===== src/rtl/frr_pkg.sv =====
// package: types, codes and constants of the framed result receiver
`timescale 1ns / 1ps
`default_nettype none

package frr_pkg;

    localparam int PAYLOAD_BYTES_DEF = 28;
    localparam int NUM_WORDS         = 7;
    localparam int QUEUE_DEPTH       = 2;
    localparam int CFG_DATA_W        = 16;
    localparam int CFG_INDEX_W       = 2;

    localparam logic [15:0] TIMEOUT_RST = 16'd5000;
    localparam logic [7:0]  START_RST   = 8'hAA;
    localparam logic [7:0]  END_RST     = 8'h55;

    typedef enum logic [CFG_INDEX_W-1:0] {
        CFG_TIMEOUT = 2'd0,
        CFG_START   = 2'd1,
        CFG_END     = 2'd2
    } t_cfg_index;

    typedef enum logic [1:0] {
        PH_IDLE    = 2'd0,
        PH_MODEL   = 2'd1,
        PH_PAYLOAD = 2'd2,
        PH_END     = 2'd3
    } t_phase;

    typedef enum logic [1:0] {
        ST_OK        = 2'd0,
        ST_BAD_START = 2'd1,
        ST_BAD_END   = 2'd2,
        ST_TIMEOUT   = 2'd3
    } t_status;

    typedef struct packed {
        logic       func;
        logic [7:0] rx_byte;
    } t_frr_in;

    typedef struct packed {
        t_status     status;
        logic [7:0]  model_code;
        logic [31:0] magnitude_bits;
        logic [31:0] phase_bits;
        logic [31:0] real_bits;
        logic [31:0] imag_bits;
        logic [31:0] drive_level_bits;
        logic [31:0] sense_level_bits;
        logic [31:0] fit_error_bits;
    } t_frr_out;

    // classified item handed from front to back
    typedef struct packed {
        logic       is_tick;
        logic       is_start;
        logic       is_end;
        logic [7:0] data;
    } t_cmd;

endpackage

`default_nettype wire


===== src/rtl/frr_front.sv =====
// front end: accepts items, classifies them and queues them for the back end
`timescale 1ns / 1ps
`default_nettype none

module frr_front
    import frr_pkg::*;
(
    input  wire logic    i_clk,
    input  wire logic    i_rst_n,
    input  wire logic    i_in_valid,
    output logic         o_in_ready,
    input  wire t_frr_in i_in_data,
    input  wire logic [7:0] i_start_byte,
    input  wire logic [7:0] i_end_byte,
    output logic         o_cmd_valid,
    input  wire logic    i_cmd_ready,
    output t_cmd         o_cmd
);

    localparam int PTR_W = $clog2(QUEUE_DEPTH);
    localparam int CNT_W = $clog2(QUEUE_DEPTH + 1);

    t_cmd             r_q [QUEUE_DEPTH];
    logic [PTR_W-1:0] r_wr;
    logic [PTR_W-1:0] r_rd;
    logic [CNT_W-1:0] r_count;
    logic [CNT_W-1:0] n_count;
    t_cmd             w_cmd;
    logic             w_push;
    logic             w_pop;

    assign o_in_ready  = (r_count != CNT_W'(QUEUE_DEPTH));
    assign o_cmd_valid = (r_count != '0);
    assign o_cmd       = r_q[r_rd];
    assign w_push      = i_in_valid & o_in_ready;
    assign w_pop       = o_cmd_valid & i_cmd_ready;

    always_comb begin
        w_cmd.is_tick  = i_in_data.func;
        w_cmd.is_start = (i_in_data.rx_byte == i_start_byte);
        w_cmd.is_end   = (i_in_data.rx_byte == i_end_byte);
        w_cmd.data     = i_in_data.rx_byte;
    end

    always_comb begin
        n_count = r_count;
        if (w_push && !w_pop) begin
            n_count = r_count + CNT_W'(1);
        end else if (!w_push && w_pop) begin
            n_count = r_count - CNT_W'(1);
        end
    end

    always_ff @(posedge i_clk) begin
        if (!i_rst_n) begin
            r_wr    <= '0;
            r_rd    <= '0;
            r_count <= '0;
        end else begin
            r_count <= n_count;
            if (w_push) begin
                r_wr <= (r_wr == PTR_W'(QUEUE_DEPTH - 1)) ? '0 : r_wr + PTR_W'(1);
            end
            if (w_pop) begin
                r_rd <= (r_rd == PTR_W'(QUEUE_DEPTH - 1)) ? '0 : r_rd + PTR_W'(1);
            end
        end
    end

    always_ff @(posedge i_clk) begin
        if (w_push) begin
            r_q[r_wr] <= w_cmd;
        end
    end

endmodule

`default_nettype wire


===== src/rtl/frr_back.sv =====
// back end: frame state machine, payload store and result register
`timescale 1ns / 1ps
`default_nettype none

module frr_back
    import frr_pkg::*;
#(
    parameter int PAYLOAD_BYTES = PAYLOAD_BYTES_DEF
) (
    input  wire logic        i_clk,
    input  wire logic        i_rst_n,
    input  wire logic        i_cmd_valid,
    output logic             o_cmd_ready,
    input  wire t_cmd        i_cmd,
    input  wire logic [15:0] i_timeout_ticks,
    output logic             o_out_valid,
    input  wire logic        i_out_ready,
    output t_frr_out         o_out_data
);

    localparam int CNT_W = $clog2(PAYLOAD_BYTES);

    t_phase           r_phase;
    t_phase           n_phase;
    logic [CNT_W-1:0] r_count;
    logic [CNT_W-1:0] n_count;
    logic [7:0]       r_model;
    logic [7:0]       n_model;
    logic [15:0]      r_ticks;
    logic [15:0]      n_ticks;
    logic [7:0]       r_payload [PAYLOAD_BYTES];
    logic             r_out_valid;
    t_frr_out         r_out;
    t_frr_out         n_out;
    logic             w_emit;
    logic             w_store_we;
    logic             w_step;
    logic             w_last;
    logic [15:0]      w_ticks_inc;
    logic             w_timed_out;
    logic [31:0]      w_words [NUM_WORDS];

    assign o_cmd_ready = !r_out_valid || i_out_ready;
    assign w_step      = i_cmd_valid && o_cmd_ready;
    assign w_last      = (r_count == CNT_W'(PAYLOAD_BYTES - 1));
    assign w_ticks_inc = (r_ticks == 16'hFFFF) ? r_ticks : r_ticks + 16'd1;
    assign w_timed_out = (w_ticks_inc >= i_timeout_ticks);
    assign o_out_valid = r_out_valid;
    assign o_out_data  = r_out;

    for (genvar w = 0; w < NUM_WORDS; w++) begin : g_word
        for (genvar b = 0; b < 4; b++) begin : g_byte
            if (w * 4 + b < PAYLOAD_BYTES) begin : g_have
                assign w_words[w][8*b +: 8] = r_payload[w * 4 + b];
            end else begin : g_zero
                assign w_words[w][8*b +: 8] = 8'h00;
            end
        end
    end

    // next phase
    always_comb begin
        n_phase = r_phase;
        if (w_step) begin
            if (i_cmd.is_tick) begin
                if (r_phase != PH_IDLE && w_timed_out) begin
                    n_phase = PH_IDLE;
                end
            end else begin
                case (r_phase)
                    PH_IDLE:    n_phase = i_cmd.is_start ? PH_MODEL : PH_IDLE;
                    PH_MODEL:   n_phase = PH_PAYLOAD;
                    PH_PAYLOAD: n_phase = w_last ? PH_END : PH_PAYLOAD;
                    PH_END:     n_phase = PH_IDLE;
                    default:    n_phase = PH_IDLE;
                endcase
            end
        end
    end

    // datapath and result
    always_comb begin
        n_count    = r_count;
        n_model    = r_model;
        n_ticks    = r_ticks;
        w_emit     = 1'b0;
        w_store_we = 1'b0;
        n_out      = '0;
        if (w_step) begin
            if (i_cmd.is_tick) begin
                if (r_phase != PH_IDLE) begin
                    if (w_timed_out) begin
                        n_count      = '0;
                        n_ticks      = '0;
                        w_emit       = 1'b1;
                        n_out.status = ST_TIMEOUT;
                    end else begin
                        n_ticks = w_ticks_inc;
                    end
                end
            end else begin
                n_ticks = '0;
                case (r_phase)
                    PH_IDLE: begin
                        if (!i_cmd.is_start) begin
                            w_emit       = 1'b1;
                            n_out.status = ST_BAD_START;
                        end
                    end
                    PH_MODEL: begin
                        n_model = i_cmd.data;
                        n_count = '0;
                    end
                    PH_PAYLOAD: begin
                        w_store_we = 1'b1;
                        n_count    = w_last ? '0 : r_count + CNT_W'(1);
                    end
                    PH_END: begin
                        n_count = '0;
                        w_emit  = 1'b1;
                        if (i_cmd.is_end) begin
                            n_out.status           = ST_OK;
                            n_out.model_code       = r_model;
                            n_out.magnitude_bits   = w_words[0];
                            n_out.phase_bits       = w_words[1];
                            n_out.real_bits        = w_words[2];
                            n_out.imag_bits        = w_words[3];
                            n_out.drive_level_bits = w_words[4];
                            n_out.sense_level_bits = w_words[5];
                            n_out.fit_error_bits   = w_words[6];
                        end else begin
                            n_out.status = ST_BAD_END;
                        end
                    end
                    default: begin
                        n_count = '0;
                    end
                endcase
            end
        end
    end

    always_ff @(posedge i_clk) begin
        if (!i_rst_n) begin
            r_phase     <= PH_IDLE;
            r_count     <= '0;
            r_model     <= '0;
            r_ticks     <= '0;
            r_out_valid <= 1'b0;
        end else begin
            r_phase     <= n_phase;
            r_count     <= n_count;
            r_model     <= n_model;
            r_ticks     <= n_ticks;
            r_out_valid <= w_emit || (r_out_valid && !i_out_ready);
        end
    end

    always_ff @(posedge i_clk) begin
        if (w_emit) begin
            r_out <= n_out;
        end
        if (w_store_we) begin
            r_payload[r_count] <= i_cmd.data;
        end
    end

endmodule

`default_nettype wire


===== src/rtl/framed_result_receiver_unit.sv =====
// top level of the framed result receiver: config registers, front end and back end
`timescale 1ns / 1ps
`default_nettype none

// Byte-wise receiver for marker-delimited result frames. Each input transfer is either
// a received byte or one timer tick; a frame is the start marker, a model byte,
// PAYLOAD_BYTES payload bytes and the end marker, and a good frame yields one result
// with the model byte and seven little-endian 32-bit words. A wrong start byte, a
// wrong end byte or an inter-byte timeout yields one result with an error status and
// zeroed fields. The block takes one item per clock cycle, sustained, as long as
// results are taken; an item waits in a two-entry queue while the frame state
// machine works on it, and its result is loaded into the output register, from
// which it is taken. A stalled output holds the state machine, and the queue then
// fills and holds off the input. Configuration writes are taken in any cycle.
module framed_result_receiver_unit
    import frr_pkg::*;
#(
    parameter int PAYLOAD_BYTES = PAYLOAD_BYTES_DEF
) (
    input  wire logic                   i_clk,
    input  wire logic                   i_rst_n,
    input  wire logic                   i_in_valid,
    output logic                        o_in_ready,
    input  wire t_frr_in                i_in_data,
    output logic                        o_out_valid,
    input  wire logic                   i_out_ready,
    output t_frr_out                    o_out_data,
    input  wire logic                   i_cfg_valid,
    output logic                        o_cfg_ready,
    input  wire logic [CFG_INDEX_W-1:0] i_cfg_index,
    input  wire logic [CFG_DATA_W-1:0]  i_cfg_data
);

    logic [15:0] r_timeout_ticks;
    logic [7:0]  r_start_byte;
    logic [7:0]  r_end_byte;
    logic        w_cmd_valid;
    logic        w_cmd_ready;
    t_cmd        w_cmd;

    assign o_cfg_ready = 1'b1;

    always_ff @(posedge i_clk) begin
        if (!i_rst_n) begin
            r_timeout_ticks <= TIMEOUT_RST;
            r_start_byte    <= START_RST;
            r_end_byte      <= END_RST;
        end else if (i_cfg_valid) begin
            case (i_cfg_index)
                CFG_TIMEOUT: r_timeout_ticks <= i_cfg_data[15:0];
                CFG_START:   r_start_byte    <= i_cfg_data[7:0];
                CFG_END:     r_end_byte      <= i_cfg_data[7:0];
                default: begin
                end
            endcase
        end
    end

    frr_front u_front (
        .i_clk        (i_clk),
        .i_rst_n      (i_rst_n),
        .i_in_valid   (i_in_valid),
        .o_in_ready   (o_in_ready),
        .i_in_data    (i_in_data),
        .i_start_byte (r_start_byte),
        .i_end_byte   (r_end_byte),
        .o_cmd_valid  (w_cmd_valid),
        .i_cmd_ready  (w_cmd_ready),
        .o_cmd        (w_cmd)
    );

    frr_back #(
        .PAYLOAD_BYTES (PAYLOAD_BYTES)
    ) u_back (
        .i_clk           (i_clk),
        .i_rst_n         (i_rst_n),
        .i_cmd_valid     (w_cmd_valid),
        .o_cmd_ready     (w_cmd_ready),
        .i_cmd           (w_cmd),
        .i_timeout_ticks (r_timeout_ticks),
        .o_out_valid     (o_out_valid),
        .i_out_ready     (i_out_ready),
        .o_out_data      (o_out_data)
    );

endmodule

`default_nettype wire


===== config.mk =====
export PLATFORM = sky130hd
export DESIGN_NAME = framed_result_receiver_unit
export DESIGN_NICKNAME = d
export VERILOG_FILES = /design/src/rtl/frr_pkg.sv /design/src/rtl/frr_front.sv /design/src/rtl/frr_back.sv /design/src/rtl/framed_result_receiver_unit.sv
export SDC_FILE = /design/constraint.sdc
export NUM_CORES = 1
export LEC_CHECK = 0
export BUFFER_PORTS_ARGS = -buffer_cell sky130_fd_sc_hd__buf_4
export CAP_MARGIN = 20
export CORE_ASPECT_RATIO = 1.5
export CORE_MARGIN = 10
export CORE_UTILIZATION = 62
export DETAILED_ROUTE_END_ITERATION = 7
export PLACE_DENSITY = 0.85
export SLEW_MARGIN = 20
export SYNTH_ARGS = -nofsm -noshare
export SYNTH_HDL_FRONTEND = slang
export SYNTH_SLANG_ARGS = --single-unit

===== constraint.sdc =====
create_clock -name i_clk -period 28.1 [get_ports i_clk]
set_input_delay 5.62 -clock i_clk [delete_from_list [all_inputs] [get_ports i_clk]]
set_output_delay 5.62 -clock i_clk [all_outputs]
set_load 0.05 [all_outputs]

==> results of run 1 <==
per-layer routing:
metal  vias up  global-route usage [%]  wire, um
li1       5022                       -         -
met1      5394                    23.5     15600
met2       390                    39.3     24300
met3       107                    3.92      2460
met4         0                    11.4      2160
met5         -                       0         0
tightest hold or removal path: stages, from the launching register on:
cell and delay (ps):
dfxtp_1 310, nand2_1 50, a21boi_0 60
cell type report:
type / count / area [sq um]
timing repair buffer: 272 / 2040
clock inverter: 15 / 153
tap: 410 / 513
clock buffer: 70 / 1330
multi-input combinational: 639 / 4130
inverter: 22 / 82.6
sequential: 549 / 15800
fill: 1811 / 7990
cell usage after synthesis (8+ instances only):
library cell,n
a21boi_0,16
and2_1,238
clkbuf_1,40
dfxtp_1,69
edfxtp_1,480
ha_1,26
inv_1,22
mux2_2,13
mux2i_1,14
nand2_1,89
nand2b_1,13
nand3_1,18
nand4_1,15
nor2_1,62
nor3_1,11
o211a_1,8
xnor2_1,33
xor2_1,9
where the power goes:
part           switching (W)  internal [W]  total [W]
Sequential         0.0000344      0.000995    0.00103
Clock               0.000277      0.000348   0.000625
Combinational       0.000325     0.0000971   0.000423
Total               0.000637       0.00144    0.00208
how the worst max path moves through the flow:
stage,start,to,slack (ps),depth (start not counted)
global route,i_out_ready,o_out_data[138]$_SDFFCE_PP0P_,19790,7
finish,i_out_ready,o_out_data[138]$_SDFFCE_PP0P_,20010,7
floorplan,i_out_ready,o_out_data[0]$_SDFFCE_PP0P_,13580,3
global placement,i_out_ready,o_out_data[72]$_SDFFCE_PP0P_,19640,6
detailed placement,i_out_ready,o_out_data[123]$_SDFFCE_PP0P_,19500,7
CTS,i_out_ready,o_out_data[123]$_SDFFCE_PP0P_,20060,7
registers in the layout, indices dropped and copies added, names as in the netlist, named ones only:
name / cells
r_end_byte: 8
u_front.r_wr: 1
u_back.o_out_data: 10
u_front.r_count: 2
u_front.r_rd: 1
u_back.r_ticks: 16
o_out_data: 224
u_back.r_model: 8
u_back.r_phase: 2
u_back.r_count: 5
r_timeout_ticks: 16
u_front.r_q: 22
u_back.o_out_valid: 1
u_back.r_payload: 224
r_start_byte: 8
cells by family after synthesis:
family / Yosys count / synth area share [%]
AOI/OAI and AO/OA: 62 / 2.45
and+or+nand+nor: 481 / 13.0
other: 1 / 0.0186
DFF: 549 / 78.2
muxes: 27 / 1.42
buffers and inverters: 71 / 1.50
xor gates and xnor gates: 42 / 1.82
adders and majority gates: 26 / 1.61
stage by stage:
| step | util (%) | worst slack (ps) | instance area (sq um) | cells | hold slack (ps) |
|---|---|---|---|---|---|
| 6_report | 75.1 | 20010 | 24000 | 1977 | 465 |
| 5_1_grt | 75.1 | 19790 | 24000 | 1977 | 500 |
| 3_3_place_gp | 70.4 | 19640 | 22600 | 1892 | 453 |
| 2_1_floorplan | - | 13580 | 20200 | 1259 | 443 |
| 3_5_place_dp | 70.4 | 19500 | 22600 | 1892 | 457 |
| 4_1_cts | 75.0 | 20060 | 24000 | 1977 | 468 |
placed cells by master, fill, tap and decap left out, types with 2 or more instances in the layout:
cell,n
o211ai_1,5
and3_1,5
clkinv_8,2
or2_2,3
buf_4,272
nor2b_1,5
o21a_1,5
nand3_1,18
and4_1,3
nand3b_1,4
ha_1,26
bufinv_16,2
clkinv_2,6
inv_1,22
nor2_1,62
mux2i_1,14
clkbuf_8,7
nor3_1,11
o211a_1,8
nand2_1,89
xor2_1,9
nor4_1,3
xnor2_1,33
and2_1,238
mux2_2,13
or3_1,4
dfxtp_1,69
clkinv_1,3
a31oi_1,2
clkbuf_16,47
clkbuf_1,16
o21ai_0,5
edfxtp_1,480
nand4_1,15
nand2b_1,13
a21oi_1,7
a21boi_0,16
==> impl_results.md, run 1 <==
* Wire length of the first global-routing pass at 66.8 mm
* Most used cell, CP: buf_4
* Count of different cell masters after synthesis at 55
* Fraction of synthesized cell area taken by the top area cell type at 71.3%
* Syn avg cell area at 16.1 sq um
* CP top delay family: simple AND/OR/NAND/NOR gates
* Arrival time worst endpoint at 8490 ps
* Final Hold Vio Count at 0
* Area Overhead vs Synth at 19.0%
* DRC Markers at 0
* Status: complete, no violations
* Setup repair after global routing missed its margin: false
* Final estimated routing congestion in global placement at 0.838
* End of the worst register-to-register path: o_out_data[33]$_SDFFCE_PP0P_
* Number of gates resized after CTS at 0
* Seq cells post-synth at 549
* Via count of the first global-routing pass at 11.4k
* Post-synth top area cell: edfxtp_1
* Sum of net half-perimeters after detailed placement at 28.8 mm
* Power per Cell Area at 86.4 nW/um^2
* Aggregate routed wire length at 44.5 mm
* Post-CTS Hold Fix Bufs at 0
* Clock root buffer: clkbuf_16
* Reported leakage power at 8.84 nW
* Number of nets in the layout at 1588
* Largest net degree at the start of global routing at 121
* Number of flops mapped to enable cells by yosys at 480
* Share of layout cells above drive strength 1 at 23.5%
* Async set or reset register ratio after synthesis at 0%
* IR drop worst, VDD at 44.0 uV
* Pin slew with the least headroom to its limit at 1070 ps
* Number of setup violations in the final report at 0
* Buffers from clock root to sink, at most at 3
* Post-Route Skew at 34.2 ps
* Routed vias at 10.9k
* Required time of the worst setup path at 28510 ps
* Number of rows in the core area at 80
* Die Ht at 241 um
* Num CTS Buffers at 46
* Floorplan Core Area at 32000 sq um
* Summed negative setup slack over all endpoints at 0 ps
* Final Critical Period at 8090 ps
* Max Clock Freq at 124 MHz
* DIE WIDTH at 167 um
* Power, Total at 0.00208 W
* Overall die area at 40400 sq um
* Via/cell ratio at 5.52
* Remaining global-route overflow at 0
* Ys flop type: edfxtp_1
* Worst path bufs/invs at 2
* Critical path's largest stage delay at 810 ps
* Worst-path maximum fanout at 120
* Endpoint type of the worst setup path: flop
* H-tree depth at 2
* Count of buffers inserted at the top-level ports at 267
* Type of the worst setup path: input port to flop
* Synthesized area at 20200 sq um
* Hold worst-path end: r_timeout_ticks[15]$_SDFFE_PN0P_
* Post-synthesis instance total at 1259
* Diode insertion count for antenna repair at 0
* Final clock period utilization by the worst path at 28.8%
* Rel. slew slack at 28.9%
* Clk pin slew, worst setup/hold paths at 70 ps
* Yosys warnings at 0
* 1st-iter DRT viols at 774
* Hold Path Cell Cnt at 2
* Worst-path cell with the longest stage delay: buf_4
* Total iterations of the first detailed-routing run at 5
* Max-cap violations at 0
* Effective utilization at floorplan at 63.1%
* I/O pin cnt at 269
* Minimum setup slack among reg-to-reg paths at 22420 ps
* Clock tree from TritonCTS: built
* Number of setup buffers added after CTS at 0
* GRT Total Usage at 21.6%
* Wire length per cell after detailed routing at 22.5 um
* Startpoint type of the worst setup path: input port
* Hold crit path type: flop to flop
* Biggest area contributors in the synthesized netlist: edfxtp_1 (71%), and2_1 (7.4%), dfxtp_1 (6.8%)
* Total number of clock tree sinks at 549
* Total nets after synthesis at 1317
* Number of antenna violations at the first check in global routing at 0
* Final ANT Viol Nets at 0
* Part of the Yosys area used for sequential elements at 78.2%
* Worst skew pair latency at 580 ps
* Critical path cell sequence: buf_4, and2b_2, or2_2, nor2_1, and3_4, buf_4, and2_1
* R2R cell count at 15
* Hold path start: r_timeout_ticks[15]$_SDFFE_PN0P_
* Max Transition Viols Final at 0
* Worst r2r src: u_back.r_ticks[0]$_SDFFE_PN0P_
Power figures use the tool's default switching activity.
==> inputs of run 2 (changes only) <==
--- a/config.mk
+++ b/config.mk
@@ -9,9 +9,9 @@
 export CAP_MARGIN = 20
 export CORE_ASPECT_RATIO = 1.5
 export CORE_MARGIN = 10
-export CORE_UTILIZATION = 62
+export CORE_UTILIZATION = 57
 export DETAILED_ROUTE_END_ITERATION = 7
-export PLACE_DENSITY = 0.85
+export PLACE_DENSITY = 0.79
 export SLEW_MARGIN = 20
 export SYNTH_ARGS = -nofsm -noshare
 export SYNTH_HDL_FRONTEND = slang
==> constraint.sdc (replaced) <==
create_clock -name i_clk -period 7.8 [get_ports i_clk]
set_input_delay 1.56 -clock i_clk [delete_from_list [all_inputs] [get_ports i_clk]]
set_output_delay 1.56 -clock i_clk [all_outputs]
set_load 0.05 [all_outputs]
==> run 2 against run 1 <==
  * Largest cell class unchanged
  * Count of clock-buffer cells in the layout down 8
  * Global-route usage down 2.7 points
  * Critical endpoint is now o_out_data[43]$_SDFFCE_PP0P_
  * Combinational power rose to 3.6 times the previous value
  * Flip-flop and latch count unchanged
  * Via count down 1.5%
  * Clock power rose to 3.6 times the previous value
==> impl_results.md, run 2 (synthesis gave the netlist of run 1 again) <==
* GRT Total Usage at 18.9% (-2.7 points)
* Worst skew pair latency at 570 ps (about the same)
* Critical path's largest stage delay at 640 ps (-170 ps)
* Endpoint type of the worst setup path: flop
* Number of rows in the core area at 84 (+5.0%)
* Type of the worst setup path: flop to flop
* Startpoint type of the worst setup path: flop
* Clock tree from TritonCTS: built
* Via count of the first global-routing pass at 10.8k (-5.1%)
* Setup repair after global routing missed its margin: false
* Arrival time worst endpoint at 4810 ps (-3680 ps)
* Hold crit path type: flop to flop
* Remaining global-route overflow at 0 (unchanged)
* Switch share at 30.7% (+0.053 points)
* Aggregate routed wire length at 42.7 mm (-4.0%)
* Clock root buffer: clkbuf_16
* Worst r2r src: u_back.r_ticks[1]$_SDFFE_PN0P_
* Count of buffers inserted at the top-level ports at 267 (unchanged)
* Area taken by multi-input logic gates at 4260 sq um (+3.2%)
* Final Hold Vio Count at 0 (unchanged)
* Power per Cell Area at 309 nW/um^2 (+260%)
* Required time of the worst setup path at 7980 ps (-20530 ps)
* DIE WIDTH at 174 um (+3.8%)
* Share of layout cells above drive strength 1 at 24.7% (+1.2 points)
* Hold Path Cell Cnt at 2 (unchanged)
* Effective utilization at floorplan at 57.7% (-5.3 points)
* DRC Markers at 0 (unchanged)
* Final estimated routing congestion in global placement at 0.871 (+4.0%)
* Status: complete, no violations
* Pin slew with the least headroom to its limit at 995 ps (-71.1 ps)
* Area Overhead vs Synth at 20.0%
* Number of gates resized after CTS at 0 (unchanged)
* Number of setup buffers added after CTS at 0 (unchanged)
* Rel. slew slack at 33.7% (+4.7 points)
* Clock Power Share at 30.1% (about the same)
* Wire length per cell after detailed routing at 21.0 um (-6.8%)
* Max Transition Viols Final at 0 (unchanged)
* IR drop worst, VDD at 208 uV (+370%)
* Flop pwr share at 49.5% (about the same)
* I/O pin cnt at 269 (unchanged)
* Worst-path cell with the longest stage delay: buf_12
* Buffers from clock root to sink, at most at 3 (unchanged)
* Via/cell ratio at 5.28 (-4.4%)
* Leading cell type in the layout, fill and taps excluded: edfxtp_1
* Internal portion of total power at 0.00519 W (+260%)
* Power, Total at 0.00749 W (+260%)
* Total number of clock tree sinks at 549 (unchanged)
* Die Ht at 251 um (+3.9%)
* Worst-path maximum fanout at 174 (+45%)
* Net switching power at 0.00230 W (+260%)
* Utilization after layout at 69.3% (-5.7 points)
* Final clock period utilization by the worst path at 59.3%
* Combinational cell fraction of total power at 20.4% (about the same)
* Post-Route Skew at 10.9 ps (-23.3 ps)
* H-tree depth at 2 (unchanged)
* R2R cell count at 14 (-1)
* Total iterations of the first detailed-routing run at 6 (+1)
* Reported leakage power at 8.87 nW (+0.39%)
* Overall die area at 43500 sq um (+7.9%)
* Number of antenna violations at the first check in global routing at 0 (unchanged)
* Wire length of the first global-routing pass at 63.7 mm (-4.6%)
* Number of setup violations in the final report at 0 (unchanged)
* CP top delay family: simple AND/OR/NAND/NOR gates
* Minimum setup slack among reg-to-reg paths at 3170 ps (-19250 ps)
* Max-cap violations at 0 (unchanged)
* Worst path bufs/invs at 1 (-1)
* Routed vias at 10.7k (-1.5%)
* Max Clock Freq at 216 MHz
* Num CTS Buffers at 48 (+4.3%)
* Post-CTS Hold Fix Bufs at 0 (unchanged)
* Hold path start: r_timeout_ticks[2]$_SDFFE_PN0P_
* Number of filler cells placed in the layout at 2233 (+23%)
* Diode insertion count for antenna repair at 0 (unchanged)
* Clk pin slew, worst setup/hold paths at 60 ps (about the same)
* FF+latch area at 15800 sq um (about the same)
* Sum of net half-perimeters after detailed placement at 27.9 mm (-3.1%)
* Final ANT Viol Nets at 0 (unchanged)
* Largest net degree at the start of global routing at 175 (+45%)
* Floorplan Core Area at 35000 sq um (+9.3%)
* Number of nets in the layout at 1588 (unchanged)
* Critical path cell sequence: ha_4, and3_4, and4_1, nand2_4, nand2_2, nor2_1, xor2_1, ha_1, nand2_1, or3_4, o41ai_4, nor3_4, a2111oi_4, buf_12
* Hold worst-path end: r_timeout_ticks[2]$_SDFFE_PN0P_
* Final Critical Period at 4630 ps
* End of the worst register-to-register path: o_out_data[43]$_SDFFCE_PP0P_
* 1st-iter DRT viols at 812 (+4.9%)
* Most frequent cells in the layout: edfxtp_1 (480), buf_4 (268), and2_1 (238)
==> run 2: changes by cell type in the layout (fill, tap and decap cells not counted), sizes merged <==
cell and delta:
clkbuf -8, clkinvlp +3, inv +2, buf -2, clkinv +1
==> run 2: layer usage <==
metal	global-route usage, %	wire length [um]
met1	20.7	15700
met2	34.6	22800
met3	3.88	2430
met4	8.40	1760
met5	0	0
==> run 2: area by class of cell <==
type | count | share of cell area [%]
Clock inverter | 21 | 0.717
Multi-Input combinational cell | 639 | 17.6
Sequential cell | 549 | 65.1
Inverter | 22 | 0.340
Timing Repair Buffer | 270 | 8.42
Tap cell | 473 | 2.44
Clock buffer | 62 | 5.38
==> run 2: worst max-delay path by stage <==
| stage | depth (start not counted) | from | end |
|---|---|---|---|
| after floorplan | 12 | u_back.r_ticks[0]$_SDFFE_PN0P_ | o_out_data[0]$_SDFFCE_PP0P_ |
| after global placement | 7 | i_out_ready | o_out_data[128]$_SDFFCE_PP0P_ |
| after detailed placement | 7 | i_out_ready | o_out_data[84]$_SDFFCE_PP0P_ |
| after CTS | 14 | u_back.r_ticks[0]$_SDFFE_PN0P_ | o_out_data[56]$_SDFFCE_PP0P_ |
| after global routing | 14 | u_back.r_ticks[0]$_SDFFE_PN0P_ | o_out_data[82]$_SDFFCE_PP0P_ |
| final | 14 | u_back.r_ticks[1]$_SDFFE_PN0P_ | o_out_data[43]$_SDFFCE_PP0P_ |
==> run 2: worst min-delay path: cells and delay by family (launching register included) <==
kind	cells	cell delay (ps)
AO/OA/AOI/OAI	1	60
flip-flops	1	310
AND/OR/NAND/NOR	1	50
==> run 2: stage by stage <==
step	setup slack, ps	hold slack [ps]	instances	cell area (sq um)	setup TNS [ps]
detailed placement	3240	460	1953	22800	0
finish	3170	468	2036	24300	0
global route	3020	494	2036	24300	0
CTS	3220	469	2036	24200	0
global placement	3310	454	1953	22800	0
floorplan	-2990	443	1259	20400	-701900
==> run 2: power by group through the flow <==
stage	Clock, W	Sequential [W]	Combinational, W
floorplan	0	0.00446	0.000326
global placement	0	0.00376	0.00152
detailed placement	0	0.00377	0.00154
CTS	0.00229	0.00371	0.00155
global route	0.00239	0.00372	0.00159
finish	0.00225	0.00370	0.00153
